[src/rtl/core/flash_ring_log_command_generator_top_assert.svh]
// ----------------------------------------------------------------------------
// Assertion macros for the flash ring log command generator
// Define NO_ASSERTIONS to compile every check away.
// ----------------------------------------------------------------------------
`ifndef FLASH_RING_LOG_COMMAND_GENERATOR_TOP_ASSERT_SVH
`define FLASH_RING_LOG_COMMAND_GENERATOR_TOP_ASSERT_SVH
`ifndef NO_ASSERTIONS
// Clocked check, disabled while reset is high
`define FRLCG_ASSERT(name, clk, rst, prop, msg) \
  name: assert property (@(posedge clk) disable iff (rst) prop) else $error(msg);
// Clocked check that also holds during reset
`define FRLCG_ASSERT_ALWAYS(name, clk, prop, msg) \
  name: assert property (@(posedge clk) prop) else $error(msg);
`else
`define FRLCG_ASSERT(name, clk, rst, prop, msg)
`define FRLCG_ASSERT_ALWAYS(name, clk, prop, msg)
`endif
`endif

[src/rtl/core/frlcg_pkg.sv]
// ----------------------------------------------------------------------------
// frlcg_pkg
// Shared types, constants and command codes of the log command generator.
// ----------------------------------------------------------------------------
package frlcg_pkg;

  localparam int ADDR_W           = 24;
  localparam int ADDR_BITS        = 24;
  localparam int PAGE_BITS        = 8;
  localparam int SECTOR_BITS      = 12;
  localparam int PAGE_BYTES       = 1 << PAGE_BITS;
  localparam int MAX_SAMPLE_BYTES = 1024;
  localparam int MAX_RESULTS      = 6;
  localparam int LEN_W            = 11;
  localparam int CNT_W            = 9;
  localparam int OFFS_W           = 10;
  localparam int SAMPLES_W        = 32;
  localparam int CFG_IDX_W        = 2;
  localparam int N_W              = $clog2(MAX_RESULTS + 1);
  localparam int SUM_W            = ADDR_W + 1;

  localparam logic [SUM_W-1:0] SUM_MASK =
    (ADDR_BITS >= SUM_W) ? {SUM_W{1'b1}} : SUM_W'((64'd1 << ADDR_BITS) - 64'd1);
  localparam logic [ADDR_W-1:0] SECTOR_MASK = ADDR_W'((1 << SECTOR_BITS) - 1);
  localparam logic [LEN_W-1:0]  MAX_LEN     = LEN_W'(MAX_SAMPLE_BYTES);

  localparam logic [ADDR_W-1:0] TEST_START_RESET = 24'd2097152;
  localparam logic [ADDR_W-1:0] TEST_END_RESET   = 24'd4186112;

  localparam logic [CFG_IDX_W-1:0] CFG_TEST_START = 2'd0;
  localparam logic [CFG_IDX_W-1:0] CFG_TEST_END   = 2'd1;

  localparam logic CMD_ERASE   = 1'b0;
  localparam logic CMD_PROGRAM = 1'b1;

  typedef struct packed {
    logic             func;
    logic [LEN_W-1:0] sample_bytes;
  } req_t;

  typedef struct packed {
    logic                 command_kind;
    logic [ADDR_W-1:0]    flash_address;
    logic [CNT_W-1:0]     byte_count;
    logic [OFFS_W-1:0]    sample_offset;
    logic                 last_command;
    logic [SAMPLES_W-1:0] samples_written;
  } cmd_t;

  typedef struct packed {
    logic load;
    logic emit_erase;
    logic emit_prog;
  } ctrl_t;

  typedef struct packed {
    logic sample_empty;
    logic start_aligned;
    logic last_chunk;
    logic out_free;
  } stat_t;

endpackage

[src/rtl/core/frlcg_ctrl.sv]
// ----------------------------------------------------------------------------
// frlcg_ctrl
// Sequencer: accept a request, issue an optional erase, then page chunks.
// ----------------------------------------------------------------------------
module frlcg_ctrl import frlcg_pkg::*; (
  input  logic  clk,
  input  logic  rst,
  input  logic  req_valid,
  output logic  req_ready,
  input  stat_t stat,
  output ctrl_t ctrl
);

  localparam logic [1:0] ST_IDLE  = 2'd0;
  localparam logic [1:0] ST_ERASE = 2'd1;
  localparam logic [1:0] ST_PROG  = 2'd2;

  logic [1:0] state;
  logic [1:0] state_next;

  assign req_ready = (state == ST_IDLE);

  always_comb begin
    state_next = state;
    ctrl       = '0;
    unique case (state)
      ST_IDLE: begin
        if (req_valid && !stat.sample_empty) begin
          ctrl.load  = 1'b1;
          state_next = stat.start_aligned ? ST_ERASE : ST_PROG;
        end
      end
      ST_ERASE: begin
        if (stat.out_free) begin
          ctrl.emit_erase = 1'b1;
          state_next      = ST_PROG;
        end
      end
      ST_PROG: begin
        if (stat.out_free) begin
          ctrl.emit_prog = 1'b1;
          if (stat.last_chunk) begin
            state_next = ST_IDLE;
          end
        end
      end
      default: state_next = ST_IDLE;
    endcase
  end

  always_ff @(posedge clk) begin
    if (rst) begin
      state <= ST_IDLE;
    end else begin
      state <= state_next;
    end
  end

endmodule

[src/rtl/core/frlcg_datapath.sv]
// ----------------------------------------------------------------------------
// frlcg_datapath
// Region state, working registers, chunk arithmetic and output register.
// ----------------------------------------------------------------------------
module frlcg_datapath import frlcg_pkg::*; (
  input  logic                 clk,
  input  logic                 rst,
  input  req_t                 req_data,
  input  logic                 cfg_valid,
  input  logic [CFG_IDX_W-1:0] cfg_index,
  input  logic [ADDR_W-1:0]    cfg_data,
  input  ctrl_t                ctrl,
  output stat_t                stat,
  output logic                 cmd_valid,
  input  logic                 cmd_ready,
  output cmd_t                 cmd_data
);

  logic [ADDR_W-1:0]    test_start;
  logic [ADDR_W-1:0]    test_end;
  logic [ADDR_W-1:0]    normal_addr;
  logic [SAMPLES_W-1:0] normal_count;
  logic [ADDR_W-1:0]    test_addr;
  logic [SAMPLES_W-1:0] test_count;

  logic                 wfunc;
  logic [ADDR_W-1:0]    waddr;
  logic [LEN_W-1:0]     wrem;
  logic [LEN_W-1:0]     woffs;
  logic [SAMPLES_W-1:0] wcount;
  logic [ADDR_W-1:0]    wstart;
  logic [ADDR_W-1:0]    wend;
  logic [N_W-1:0]       wn;

  logic [ADDR_W-1:0]    sel_addr;
  logic [SAMPLES_W-1:0] sel_count;
  logic [ADDR_W-1:0]    start_al;
  logic [ADDR_W-1:0]    end_al;
  logic [LEN_W-1:0]     req_len;
  logic [CNT_W-1:0]     room;
  logic [CNT_W-1:0]     chunk;
  logic [LEN_W-1:0]     rem_after;
  logic [SUM_W-1:0]     sum;
  logic [ADDR_W-1:0]    addr_next;
  logic                 last;

  assign start_al  = test_start & ~SECTOR_MASK;
  assign end_al    = test_end & ~SECTOR_MASK;
  assign sel_addr  = req_data.func ? test_addr : normal_addr;
  assign sel_count = req_data.func ? test_count : normal_count;
  assign req_len   = (req_data.sample_bytes > MAX_LEN) ? MAX_LEN : req_data.sample_bytes;

  // Chunk stops at the page boundary or at the end of the sample.
  assign room      = CNT_W'(PAGE_BYTES) - CNT_W'(waddr[PAGE_BITS-1:0]);
  assign chunk     = (LEN_W'(room) > wrem) ? wrem[CNT_W-1:0] : room;
  assign rem_after = wrem - LEN_W'(chunk);
  assign last      = (rem_after == '0) || (wn == N_W'(MAX_RESULTS - 1));

  // Advance, wrap modulo the address space, then back to the region start.
  assign sum       = ({1'b0, waddr} + SUM_W'(chunk)) & SUM_MASK;
  assign addr_next = (sum >= {1'b0, wend}) ? wstart : sum[ADDR_W-1:0];

  assign stat.sample_empty  = (req_data.sample_bytes == '0);
  assign stat.start_aligned = ((sel_addr & SECTOR_MASK) == '0);
  assign stat.last_chunk    = last;
  assign stat.out_free      = !cmd_valid || cmd_ready;

  always_ff @(posedge clk) begin
    if (rst) begin
      test_start   <= TEST_START_RESET;
      test_end     <= TEST_END_RESET;
      normal_addr  <= '0;
      normal_count <= '0;
      test_addr    <= TEST_START_RESET;
      test_count   <= '0;
    end else begin
      if (cfg_valid && cfg_index == CFG_TEST_START) begin
        test_start <= cfg_data;
      end
      if (cfg_valid && cfg_index == CFG_TEST_END) begin
        test_end <= cfg_data;
      end
      if (ctrl.emit_prog && last) begin
        if (wfunc) begin
          test_addr  <= addr_next;
          test_count <= wcount;
        end else begin
          normal_addr  <= addr_next;
          normal_count <= wcount;
        end
      end
    end
  end

  always_ff @(posedge clk) begin
    if (ctrl.load) begin
      wfunc  <= req_data.func;
      waddr  <= sel_addr;
      wrem   <= req_len;
      woffs  <= '0;
      wcount <= sel_count + SAMPLES_W'(1);
      wstart <= req_data.func ? start_al : '0;
      wend   <= req_data.func ? end_al : start_al;
      wn     <= '0;
    end else if (ctrl.emit_erase) begin
      wn <= wn + N_W'(1);
    end else if (ctrl.emit_prog) begin
      waddr <= addr_next;
      wrem  <= rem_after;
      woffs <= woffs + LEN_W'(chunk);
      wn    <= wn + N_W'(1);
    end
  end

  always_ff @(posedge clk) begin
    if (ctrl.emit_erase) begin
      cmd_data.command_kind    <= CMD_ERASE;
      cmd_data.flash_address   <= waddr;
      cmd_data.byte_count      <= '0;
      cmd_data.sample_offset   <= '0;
      cmd_data.last_command    <= 1'b0;
      cmd_data.samples_written <= '0;
    end else if (ctrl.emit_prog) begin
      cmd_data.command_kind    <= CMD_PROGRAM;
      cmd_data.flash_address   <= waddr;
      cmd_data.byte_count      <= chunk;
      cmd_data.sample_offset   <= woffs[OFFS_W-1:0];
      cmd_data.last_command    <= last;
      cmd_data.samples_written <= last ? wcount : '0;
    end
  end

  always_ff @(posedge clk) begin
    if (rst) begin
      cmd_valid <= 1'b0;
    end else if (ctrl.emit_erase || ctrl.emit_prog) begin
      cmd_valid <= 1'b1;
    end else if (cmd_ready) begin
      cmd_valid <= 1'b0;
    end
  end

endmodule

[src/rtl/core/flash_ring_log_command_generator_top.sv]
// ----------------------------------------------------------------------------
// flash_ring_log_command_generator_top: circular flash log command generator
// A sample (optional erase plus page chunks) is accepted, then its commands go one
// at a time into the output register, paced by its drain.
// Synchronous reset restores register defaults, write addresses and counts.
// ----------------------------------------------------------------------------
`include "flash_ring_log_command_generator_top_assert.svh"

module flash_ring_log_command_generator_top import frlcg_pkg::*; (
  input  logic                 clk,
  input  logic                 rst,
  // request channel: one non-empty transfer appends one sample
  input  logic                 req_valid,
  output logic                 req_ready,
  input  req_t                 req_data,
  // command channel: one transfer per flash command
  output logic                 cmd_valid,
  input  logic                 cmd_ready,
  output cmd_t                 cmd_data,
  // configuration write channel
  input  logic                 cfg_valid,
  output logic                 cfg_ready,
  input  logic [CFG_IDX_W-1:0] cfg_index,
  input  logic [ADDR_W-1:0]    cfg_data
);

  ctrl_t ctrl;
  stat_t stat;

  // The user must write registers only while idle; the block does not enforce this and takes them every cycle.
  assign cfg_ready = 1'b1;

  // Sequencer: holds the request channel closed while a sample is in flight.
  // The final command moves it back to idle as soon as it is loaded into the
  // output register, so the next request overlaps that command's drain.
  frlcg_ctrl u_ctrl (
    .clk       (clk),
    .rst       (rst),
    .req_valid (req_valid),
    .req_ready (req_ready),
    .stat      (stat),
    .ctrl      (ctrl)
  );

  // Datapath: region pointers and counts, chunk split, wrap, output register.
  frlcg_datapath u_datapath (
    .clk       (clk),
    .rst       (rst),
    .req_data  (req_data),
    .cfg_valid (cfg_valid),
    .cfg_index (cfg_index),
    .cfg_data  (cfg_data),
    .ctrl      (ctrl),
    .stat      (stat),
    .cmd_valid (cmd_valid),
    .cmd_ready (cmd_ready),
    .cmd_data  (cmd_data)
  );

  // A non-empty request transfer always makes the block busy.
  `FRLCG_ASSERT(a_busy_after_req, clk, rst, (req_valid && req_ready && req_data.sample_bytes != '0) |=> !req_ready, "request accepted but block stayed idle")

  // While a non-final command waits, the sample is still in progress.
  `FRLCG_ASSERT(a_mid_sample_busy, clk, rst, (cmd_valid && !cmd_data.last_command) |-> !req_ready, "idle with a non-final command pending")

  // Erase commands target a sector boundary and carry no bytes.
  `FRLCG_ASSERT(a_erase_shape, clk, rst, (cmd_valid && cmd_data.command_kind == CMD_ERASE) |-> ((cmd_data.flash_address & SECTOR_MASK) == '0 && cmd_data.byte_count == '0 && !cmd_data.last_command), "malformed erase command")

  // The sample count travels only on the final command.
  `FRLCG_ASSERT(a_count_on_last, clk, rst, (cmd_valid && !cmd_data.last_command) |-> (cmd_data.samples_written == '0), "sample count on a non-final command")

endmodule
[config.mk]
export PLATFORM = sky130hd
export DESIGN_NAME = flash_ring_log_command_generator_top
export DESIGN_NICKNAME = d
export VERILOG_FILES = /design/src/rtl/core/frlcg_pkg.sv /design/src/rtl/core/frlcg_ctrl.sv /design/src/rtl/core/frlcg_datapath.sv /design/src/rtl/core/flash_ring_log_command_generator_top.sv
export VERILOG_INCLUDE_DIRS = /design/src /design/src/rtl/core
export SDC_FILE = /design/constraint.sdc
export NUM_CORES = 1
export LEC_CHECK = 0
export BUFFER_PORTS_ARGS = -buffer_cell sky130_fd_sc_hd__buf_2
export CAP_MARGIN = 40
export CELL_PAD_IN_SITES_DETAIL_PLACEMENT = 1
export CELL_PAD_IN_SITES_GLOBAL_PLACEMENT = 2
export CORE_ASPECT_RATIO = 1.75
export CORE_UTILIZATION = 40
export CTS_CLUSTER_SIZE = 24
export DETAILED_ROUTE_END_ITERATION = 12
export GPL_ROUTABILITY_DRIVEN = 0
export PLACE_DENSITY_LB_ADDON = 0.1
export SYNTH_ARGS = -nofsm -noshare
export SYNTH_HDL_FRONTEND = slang
export SYNTH_SLANG_ARGS = --single-unit
[constraint.sdc]
create_clock -name clk -period 10.2 [get_ports clk]
set_input_delay 0.51 -clock clk [delete_from_list [all_inputs] [get_ports clk]]
set_output_delay 0.51 -clock clk [all_outputs]
set_load 0.02 [all_outputs]
==> out/results.tsv, run 1 <==
stage	metric	value	unit
routing	Via-to-Cell Ratio	5.37	
job	max cap viols	0	
floorplanning	core box area	0.0369	mm^2
setup_path	critical path type	reg -> reg	
setup_path	Crit. End Element	flop	
cells_and_area	Layout Cells excl Fill	2062	
clock_tree	Setup Buffers After CTS	0	
worst_hold_path	Hold Crit Class	in -> reg	
synth	#FFs+latches synth	321	
sta	Slew Limit Headroom	38.9	%
routing	DRC	0	
sta	Peak Freq	0.117	GHz
floorplanning	initial core utilization	40.8	%
synth	Synth Net Count	1582	
clock_tree	clk_lat worst skew	0.59	ns
floorplanning	io pins	123	
cells_and_area	Fill cells	4134	
place	HPWL after DPL	28.6	mm
synth	Warnings, synthesis	0	
sta	Hold Fails Final Rpt	0	
floorplanning	Die Ht	259	um
clock_tree	clock root buffer master	clkbuf_16	
setup_path	max incr delay on CP	0.59	ns
pwr	leakage power	6.76	nW
grt	vias in the first global route	11850	
setup_path	slowest CP cell	nor2_2	
cells_and_area	Multi-input gate area	0.00698	mm^2
cells_and_area	Reg area	0.00759	mm^2
setup_path	crit path max fanout	13	
sta	Max Transition Viols Final	0	
grt	grt ovf	0	
synth	Async SR Flop Fraction	0	%
setup_path	WP data required	10.51	ns
clock_tree	CTS sink cnt	321	
sta	Tightest Pin Transition	0.910	ns
place	port bufs	109	
cells_and_area	layout cells sized above 1	12.9	%
synth	Post-synth EDFFs	116	
synth	share of the synthesized area in the top cell type	27.3	%
clock_tree	Resized cells post-CTS	0	
synth	Synth Flop Type	dfxtp_1	
pwr	Max VDD drop	0.148	mV
place	placed insts	2004	
clock_tree	H-tree levels	1	
routing	DRT antenna net count	0	
sta	Fin Setup TNS	0	ns
synth	Distinct cells, synth	60	
floorplanning	die span in x	149	um
cells_and_area	final core utilization	46.3	%
sta	RSZ-0062 raised after global routing	no	
synth	area leader, netlist	dfxtp_1	
cells_and_area	antenna cell count	0	
synth	Synth area leaders	dfxtp_1, edfxtp_1, mux2i_1	
synth	register area share after synthesis	50.4	%
synth	Post-Syn Area	0.0150	mm^2
sta	Final Setup Violations	0	
clock_tree	Worst-path clk slew	0.07	ns
setup_path	Startpoint Class	flop	
floorplanning	Die ar.	0.0384	mm^2
routing	1st-iter DRT viols	288	
routing	drt total wl	40.9	mm
floorplanning	row count	93	
place	Post-DP Area	0.0161	mm^2
clock_tree	CTS tree	built	
outcome	status	complete, no violations	
pwr	Power per Cell Area	275	mW/mm^2
grt	first-pass GRT wire length	64.8	mm
sta	worst-case clock skew	0.0276	ns
routing	WL/cell	19.8	um
clock_tree	Longest Clk Path Bufs	3	
synth	mean post-synth cell area	10.1	um^2
routing	DR pass1 iterations	4	
cells_and_area	# nets final	1661	
clock_tree	hold_buf cts	0	
synth	Gate Count Post-Synth	1483	
grt	antenna violations before repair	0	
sta	Tcrit/Tclk final	84.1	%
sta	hold_ws	0.159	ns
cells_and_area	Area growth, synth to finish	13.4	%
setup_path	Worst EP arrival	8.88	ns
grt	Total GRT Usage	21.5	%
routing	DR vias	11080	
cells_and_area	final instance area	0.0171	mm^2
sta	Final min period	8.57	ns
clock_tree	Num CTS Buffers	31	
grt	maximum number of pins on one net before global-route repair	73	
[cell usage in the layout, fill, tap and decap left out, drive strengths merged, types with 5 or more instances in the layout]
cell | Yosys | final
clkinv | 2 | 12
a22o | 45 | 45
nand2 | 171 | 171
o21ai | 63 | 63
nor2 | 121 | 121
clkbuf | 57 | 46
nand3b | 13 | 13
mux2 | 16 | 16
nor2b | 24 | 24
edfxtp | 116 | 116
mux2i | 136 | 136
xnor2 | 41 | 41
nor3 | 5 | 5
and2 | 17 | 17
o22ai | 23 | 23
inv | 43 | 45
nand3 | 56 | 56
ha | 53 | 53
nand4 | 6 | 6
nor4 | 10 | 10
a21oi | 65 | 65
dfxtp | 205 | 205
o21a | 10 | 10
a211oi | 19 | 19
buf | 25 | 128
and3 | 30 | 30
nand2b | 13 | 13
xor2 | 37 | 37
a21o | 14 | 14
[cell families after synthesis]
logic type / count (synthesis) / synth area share, %
other: 1 / 0.0249
AND/OR/NAND/NOR: 485 / 15.1
flip-flops: 321 / 50.4
adder cells (fa/ha/maj): 56 / 4.81
multiplexers: 152 / 10.2
AO/OA/AOI/OAI: 263 / 11.4
XOR/XNOR: 78 / 4.54
buffers and inverters: 127 / 3.38
[critical path, delay by kind of cell (launching register included)]
kind                     cells  cell delay (ns)
AO/OA/AOI/OAI               15             3.34
XOR/XNOR                     1             0.17
flip-flops                   1             0.42
adder cells (fa/ha/maj)      4             1.23
multiplexers                 2             0.81
buffers and inverters        4             1.02
AND/OR/NAND/NOR              6             1.29
[metrics by stage]
| step | total power, W | worst slack [ns] |
|---|---|---|
| floorplan | 0.00300 | 3.26 |
| global placement | 0.00358 | 1.67 |
| detailed placement | 0.00362 | 1.52 |
| CTS | 0.00477 | 1.42 |
| global route | 0.00498 | 0.948 |
| finish | 0.00470 | 1.63 |
[area by class of cell]
cell class / instances / area share, %
repair buffers: 128 / 4.34
multi-input cells: 1035 / 40.9
flip-flops and latches: 321 / 44.5
well taps: 475 / 3.48
inverters: 45 / 0.990
clock buffers: 46 / 5.35
clock inverters: 12 / 0.440
[worst paths after layout]
| path | start | end | slack (ns) | depth (start not counted) |
|---|---|---|---|---|
| worst max-delay path | u_datapath.waddr[0] | u_datapath.waddr[18] | 1.63 | 32 |
| worst min-delay path | cfg_data[20] | u_datapath.test_end[20] | 0.16 | 3 |
| worst max register to register | u_datapath.waddr[0] | u_datapath.waddr[18] | 1.63 | 32 |
| worst min register to register | u_datapath.cmd_data[32] | u_datapath.cmd_data[32] | 0.45 | 1 |
[flip-flops by register name, indices dropped and copies added, names as in the netlist, 24 cells and up]
register / cells
u_datapath.test_addr: 24
u_datapath.test_count: 32
u_datapath.normal_count: 32
u_datapath.cmd_data: 77
u_datapath.normal_addr: 24
u_datapath.waddr: 24
u_datapath.wcount: 32
[per-layer routing]
| metal | up-vias | part of all wire [%] | GRT usage (%) |
|---|---|---|---|
| met3 | 62 | 2.2 | 2.04 |
| met1 | 5484 | 39 | 23.0 |
| met5 | - | 0 | 0 |
| li1 | 5399 | - | - |
| met2 | 135 | 56 | 42.4 |
| met4 | 0 | 3.3 | 8.28 |
[cells in the mapped netlist (all sizes together), types with 5 or more instances]
library cell	n
edfxtp	116
xor2	37
nor2	121
mux2	16
and3	30
nand2	171
dfxtp	205
o22ai	23
a21oi	65
a22o	45
clkbuf	57
a211oi	19
buf	25
xnor2	41
nand4	6
nand3	56
nand2b	13
nor2b	24
mux2i	136
and2	17
o21ai	63
nor4	10
a21o	14
inv	43
o21a	10
nor3	5
nand3b	13
ha	53
[where the power goes]
part	total, W	leakage, nW	switching [W]	internal [W]
Clock	0.00112	0.494	0.000500	0.000619
Sequential	0.00167	2.80	0.000146	0.00153
Combinational	0.00191	3.46	0.00118	0.000727
Total	0.00470	6.76	0.00183	0.00287
Note: power is estimated with default switching activity, not from simulation.
==> run 2: changes to the inputs <==
--- a/config.mk
+++ b/config.mk
@@ -11,7 +11,7 @@
 export CELL_PAD_IN_SITES_DETAIL_PLACEMENT = 1
 export CELL_PAD_IN_SITES_GLOBAL_PLACEMENT = 2
 export CORE_ASPECT_RATIO = 1.75
-export CORE_UTILIZATION = 40
+export CORE_UTILIZATION = 39
 export CTS_CLUSTER_SIZE = 24
 export DETAILED_ROUTE_END_ITERATION = 12
 export GPL_ROUTABILITY_DRIVEN = 0
==> constraint.sdc (replaced) <==
create_clock -name clk -period 8.57 [get_ports clk]
set_input_delay 0.4285 -clock clk [delete_from_list [all_inputs] [get_ports clk]]
set_output_delay 0.4285 -clock clk [all_outputs]
set_load 0.02 [all_outputs]
==> out/results.tsv, run 2 (synthesis gave the netlist of run 1 again) <==
stage	metric	value	unit	change
floorplanning	io pins	123		unchanged
grt	maximum number of pins on one net before global-route repair	72		was 73
grt	antenna violations before repair	0		unchanged
grt	vias in the first global route	11978		was 11850
pwr	Reg power frac	34.6	%	was 35.6%
pwr	Max VDD drop	0.153	mV	was 0.148 mV
floorplanning	die span in x	150	um	was 149 um
setup_path	cell with the most instances on the worst path	ha_1		
clock_tree	H-tree levels	1		unchanged
worst_hold_path	Hold Crit Class	in -> reg		unchanged
routing	DRT antenna net count	0		unchanged
setup_path	slowest CP cell	or4b_2		was nor2_2
sta	Tcrit/Tclk final	91.6	%	was 84.1%
routing	WL/cell	20.0	um	was 19.8 um
sta	worst-case clock skew	0.0163	ns	was 0.0276 ns
clock_tree	hold_buf cts	0		unchanged
cells_and_area	Area growth, synth to finish	14.4	%	was 13.4%
sta	Hold Fails Final Rpt	0		unchanged
pwr	logic gate share of total power	40.1	%	was 40.6%
clock_tree	CTS tree	built		unchanged
pwr	clock power share	25.2	%	was 23.8%
place	HPWL after DPL	29.0	mm	was 28.6 mm
grt	grt ovf	0		unchanged
cells_and_area	antenna cell count	0		unchanged
setup_path	max incr delay on CP	0.64	ns	was 0.59 ns
sta	RSZ-0062 raised after global routing	no		unchanged
pwr	Sw Share	38.0	%	was 38.8%
setup_path	critical path type	reg -> reg		unchanged
outcome	status	complete, no violations		unchanged
sta	Fin Setup TNS	0	ns	unchanged
pwr	total net switching power	0.00218	W	was 0.00183 W
floorplanning	Die ar.	0.0394	mm^2	was 0.0384 mm^2
clock_tree	clk_lat worst skew	0.58	ns	was 0.59 ns
routing	Via-to-Cell Ratio	5.37		about the same
sta	Peak Freq	0.127	GHz	was 0.117 GHz
floorplanning	core box area	0.0378	mm^2	was 0.0369 mm^2
clock_tree	Num CTS Buffers	31		unchanged
routing	DR vias	11142		was 11080
setup_path	Startpoint Class	flop		unchanged
pwr	Power per Cell Area	334	mW/mm^2	was 275 mW/mm^2
cells_and_area	most frequent cells in the layout	dfxtp_1, nand2_1, mux2i_1, nor2_1, edfxtp_1		unchanged
routing	1st-iter DRT viols	297		was 288
floorplanning	initial core utilization	39.9	%	was 40.8%
setup_path	Worst EP arrival	8.15	ns	was 8.88 ns
routing	drt total wl	41.5	mm	was 40.9 mm
pwr	Int Pwr	0.00356	W	was 0.00287 W
setup_path	CP delay by family, top	simple AND/OR/NAND/NOR gates		was compound AO/OA/AOI/OAI gates
setup_path	WP buf/inv	5		was 4
grt	first-pass GRT wire length	65.2	mm	was 64.8 mm
place	port bufs	109		unchanged
setup_path	WP data required	8.86	ns	was 10.51 ns
cells_and_area	Largest Register	u_datapath.cmd_data		unchanged
clock_tree	Worst-path clk slew	0.07	ns	about the same
grt	Total GRT Usage	21.4	%	was 21.5%
place	Post-DP Area	0.0161	mm^2	about the same
cells_and_area	commonest non-fill, non-tap cell in the layout	dfxtp_1		unchanged
routing	DRC	0		unchanged
pwr	leakage power	6.83	nW	was 6.76 nW
cells_and_area	# nets final	1670		was 1661
routing	DR pass1 iterations	4		unchanged
setup_path	crit path max fanout	15		was 13
job	max cap viols	0		unchanged
floorplanning	Die Ht	262	um	was 259 um
cells_and_area	layout cells sized above 1	13.4	%	was 12.9%
sta	Max Transition Viols Final	0		unchanged
sta	Final Setup Violations	0		unchanged
sta	Final min period	7.85	ns	was 8.57 ns
clock_tree	CTS sink cnt	321		unchanged
clock_tree	Longest Clk Path Bufs	3		unchanged
sta	Tightest Pin Transition	0.823	ns	was 0.910 ns
setup_path	r2r setup slk	0.72	ns	was 1.63 ns
clock_tree	Setup Buffers After CTS	0		unchanged
place	placed insts	2018		was 2004
cells_and_area	max FFs per register	77		unchanged
floorplanning	row count	94		was 93
sta	Slew Limit Headroom	45.1	%	was 38.9%
cells_and_area	final instance area	0.0172	mm^2	was 0.0171 mm^2
clock_tree	Resized cells post-CTS	0		unchanged
cells_and_area	final core utilization	45.6	%	was 46.3%
clock_tree	clock root buffer master	clkbuf_16		unchanged
cells_and_area	Layout Cells excl Fill	2076		was 2062
setup_path	Crit. End Element	flop		unchanged
==> run 2: cell count changes in the layout (fill, tap and decap cells not counted), sizes merged <==
cell | before | now
clkinvlp | 0 | 2
clkinv | 12 | 13
clkbuf | 46 | 39
buf | 128 | 137
bufinv | 0 | 4
==> run 2: final cells by class <==
type / count / area (um^2)
clock buffer: 39 / 867
clock inverter: 19 / 196
fill: 4275 / 20500
inverter: 45 / 169
multi-input combinational: 1035 / 6990
sequential: 321 / 7590
tap: 480 / 601
timing repair buffer: 137 / 801
==> run 2: worst min-delay path, cell delays in order <==
cell	delay [ns]
buf_2	0.09
nand2_1	0.04
nand3_1	0.06
==> run 2: routing by layer <==
metal  global-route usage [%]  up-vias  share of wire, %  routed length, um
li1                         -     5422                 -                  -
met1                     22.3     5490                38              15900
met2                     42.2      152                55              22900
met3                     2.12       78               2.4                990
met4                     9.43        0               4.1               1720
met5                        0        -                 0                  0
==> run 2: worst paths after layout <==
check / cells after the start / end / startpoint
worst min register to register: 2 / u_datapath.cmd_data[45] / u_datapath.cmd_data[45]
worst max register to register: 31 / u_datapath.waddr[23] / u_datapath.waddr[0]
worst max-delay path: 31 / u_datapath.waddr[23] / u_datapath.waddr[0]
worst min-delay path: 3 / u_datapath.test_end[19] / cfg_data[19]
==> run 2: per-stage QoR <==
step           setup WS, ns  total power (W)  hold slack (ns)
2_1_floorplan          1.63          0.00357            0.433
3_3_place_gp          0.540          0.00428            0.431
3_5_place_dp          0.501          0.00434            0.443
4_1_cts               0.455          0.00582           0.0539
5_1_grt              0.0941          0.00610           0.0796
6_report              0.716          0.00574           0.0820
==> run 2: power groups by stage <==
stage	logic, W	clock network [W]	registers, W
finish	0.00230	0.00145	0.00199
CTS	0.00233	0.00149	0.00199
floorplan	0.00156	0	0.00202
detailed placement	0.00231	0	0.00203
global placement	0.00226	0	0.00202
global route	0.00256	0.00154	0.00201
==> run 3: changes to the inputs <==
--- a/config.mk
+++ b/config.mk
@@ -15,6 +15,7 @@
 export CTS_CLUSTER_SIZE = 24
 export DETAILED_ROUTE_END_ITERATION = 12
 export GPL_ROUTABILITY_DRIVEN = 0
+export GPL_TIMING_DRIVEN = 0
 export PLACE_DENSITY_LB_ADDON = 0.1
 export SYNTH_ARGS = -nofsm -noshare
 export SYNTH_HDL_FRONTEND = slang
==> out/results.tsv, run 3 (synthesis gave the netlist of run 1 again) <==
stage	metric	value	unit	change
floorplanning	io pins	123		unchanged
routing	DR vias	11509		was 11142
worst_hold_path	hold path depth	1		was 3
floorplanning	core box area	0.0378	mm^2	unchanged
cells_and_area	layout cells sized above 1	13.3	%	was 13.4%
clock_tree	H-tree levels	2		was 1
clock_tree	Setup Buffers After CTS	0		unchanged
sta	Hold Fails Final Rpt	0		unchanged
setup_path	worst r2r path cells	32		was 31
floorplanning	die span in x	150	um	unchanged
routing	WL/cell	21.4	um	was 20.0 um
cells_and_area	commonest non-fill, non-tap cell in the layout	dfxtp_1		unchanged
grt	grt ovf	0		unchanged
routing	Via-to-Cell Ratio	5.38		was 5.37
grt	first-pass GRT wire length	70.7	mm	was 65.2 mm
routing	DRT antenna net count	0		unchanged
sta	worst-case clock skew	0.0306	ns	was 0.0163 ns
clock_tree	clk_lat worst skew	0.54	ns	was 0.58 ns
routing	DRC	0		unchanged
routing	drt total wl	45.8	mm	was 41.5 mm
cells_and_area	max FFs per register	77		unchanged
pwr	Max VDD drop	0.149	mV	was 0.153 mV
place	HPWL after DPL	34.8	mm	was 29.0 mm
cells_and_area	most frequent cells in the layout	dfxtp_1, nand2_1, mux2i_1, buf_2, nor2_1		was dfxtp_1, nand2_1, mux2i_1, nor2_1, edfxtp_1
place	Post-DP Area	0.0163	mm^2	was 0.0161 mm^2
setup_path	r2r startpoint	u_datapath.waddr[0]		unchanged
grt	Total GRT Usage	23.7	%	was 21.4%
worst_hold_path	worst hold endpoint	u_datapath.wfunc		was u_datapath.test_end[19]
sta	Max Transition Viols Final	0		unchanged
floorplanning	Die Ht	262	um	unchanged
clock_tree	hold_buf cts	0		unchanged
cells_and_area	Fill cells	4268		was 4275
setup_path	Worst EP arrival	8.43	ns	was 8.15 ns
worst_hold_path	hold path startpoint	req_data[11]		was cfg_data[19]
clock_tree	CTS tree	built		unchanged
place	port bufs	108		was 109
routing	DR pass1 iterations	4		unchanged
job	max cap viols	0		unchanged
cells_and_area	final instance area	0.0175	mm^2	was 0.0172 mm^2
sta	Final Setup Violations	0		unchanged
clock_tree	Longest Clk Path Bufs	3		unchanged
grt	maximum number of pins on one net before global-route repair	55		was 72
setup_path	critical path type	reg -> reg		unchanged
cells_and_area	Reg area	0.00759	mm^2	unchanged
sta	Final min period	8.19	ns	was 7.85 ns
setup_path	crit path max fanout	10		was 15
sta	Slew Limit Headroom	44.3	%	was 45.1%
cells_and_area	Multi-input gate area	0.00708	mm^2	was 0.00699 mm^2
sta	Peak Freq	0.122	GHz	was 0.127 GHz
cells_and_area	Largest Register	u_datapath.cmd_data		unchanged
floorplanning	initial core utilization	39.9	%	unchanged
setup_path	slowest CP cell	edfxtp_1		was or4b_2
setup_path	WP data required	8.82	ns	was 8.86 ns
floorplanning	row count	94		unchanged
setup_path	r2r setup slk	0.38	ns	was 0.72 ns
sta	Tcrit/Tclk final	95.5	%	was 91.6%
cells_and_area	antenna cell count	0		unchanged
sta	hold_ws	0.100	ns	was 0.0820 ns
sta	Fin Setup TNS	0	ns	unchanged
setup_path	Crit. End Element	flop		unchanged
setup_path	FF-to-FF End	u_datapath.waddr[18]		was u_datapath.waddr[23]
grt	antenna violations before repair	0		unchanged
cells_and_area	# nets final	1731		was 1670
outcome	status	complete, no violations		unchanged
cells_and_area	Area growth, synth to finish	16.0	%	was 14.4%
setup_path	max incr delay on CP	0.47	ns	was 0.64 ns
clock_tree	Num CTS Buffers	34		was 31
floorplanning	Die ar.	0.0394	mm^2	unchanged
sta	Tightest Pin Transition	0.836	ns	was 0.823 ns
setup_path	Startpoint Class	flop		unchanged
grt	vias in the first global route	12357		was 11978
routing	1st-iter DRT viols	412		was 297
cells_and_area	Layout Cells excl Fill	2138		was 2076
worst_hold_path	Hold Crit Class	in -> reg		unchanged
clock_tree	Worst-path clk slew	0.06	ns	was 0.07 ns
clock_tree	CTS sink cnt	321		unchanged
clock_tree	clock root buffer master	clkbuf_16		unchanged
pwr	Power per Cell Area	334	mW/mm^2	about the same
place	placed insts	2076		was 2018
pwr	leakage power	6.87	nW	was 6.83 nW
## run 3: area by class of cell
cell class | count | share of cell area (%)
buffer | 82 | 2.01
clock buffer | 50 | 5.45
clock inverter | 12 | 0.473
inverter | 45 | 0.968
multi-input combinational | 1035 | 40.6
sequential | 321 | 43.5
tap | 480 | 3.44
timing repair buffer | 113 | 3.66
## run 3: how the worst max path moves through the flow
stage / to / cells past startpoint / slack (ns) / start
after floorplan: u_datapath.waddr[14] / 32 / 1.63 / u_datapath.waddr[1]
after global placement: u_datapath.waddr[18] / 32 / -1.20 / u_datapath.waddr[1]
after detailed placement: u_datapath.waddr[18] / 32 / -1.20 / u_datapath.waddr[1]
after CTS: u_datapath.waddr[17] / 32 / 0.005 / u_datapath.waddr[0]
after global routing: u_datapath.waddr[18] / 32 / -0.02 / u_datapath.waddr[0]
final: u_datapath.waddr[18] / 32 / 0.38 / u_datapath.waddr[0]
## run 3: layer usage
| metal | track usage, % | part of all wire (%) | routed length (um) | up-vias |
|---|---|---|---|---|
| li1 | - | - | - | 5552 |
| met1 | 24.6 | 38 | 17400 | 5691 |
| met2 | 47.1 | 56 | 25500 | 177 |
| met3 | 2.27 | 2.2 | 1020 | 89 |
| met4 | 10.4 | 4.1 | 1880 | 0 |
| met5 | 0 | 0 | 0 | - |
## run 3: critical path, delay by kind of cell (launching register included)
family / cells / cell delay (ns)
AO/OA/AOI/OAI: 15 / 3.06
adder cells (fa/ha/maj): 4 / 1.26
AND/OR/NAND/NOR: 6 / 0.98
XOR/XNOR: 1 / 0.18
flip-flops: 1 / 0.47
multiplexers: 2 / 0.79
buffers and inverters: 4 / 1.13
## run 3: metrics by stage
step                setup slack (ns)  power [W]  utilization [%]
detailed placement             -1.20    0.00435             43.2
CTS                          0.00485    0.00583             46.1
global placement               -1.20    0.00429             42.9
global route                 -0.0242    0.00615             46.2
floorplan                       1.63    0.00357                -
finish                         0.383    0.00582             46.2
## run 3: power breakdown
part | leakage, nW | internal, W | switching (W) | total [W]
clock | 0.505 | 0.000778 | 0.000633 | 0.00141
combinational | 3.56 | 0.000921 | 0.00150 | 0.00242
sequential | 2.80 | 0.00182 | 0.000177 | 0.00200
total | 6.87 | 0.00352 | 0.00231 | 0.00582
## run 3: repair_timing
item | CTS | global route
endpoints found under the setup margin | 72 | 46
pin swaps | 0 | 1
resized for setup | 16 | 10
endpoints found under the hold margin | 0 | 0
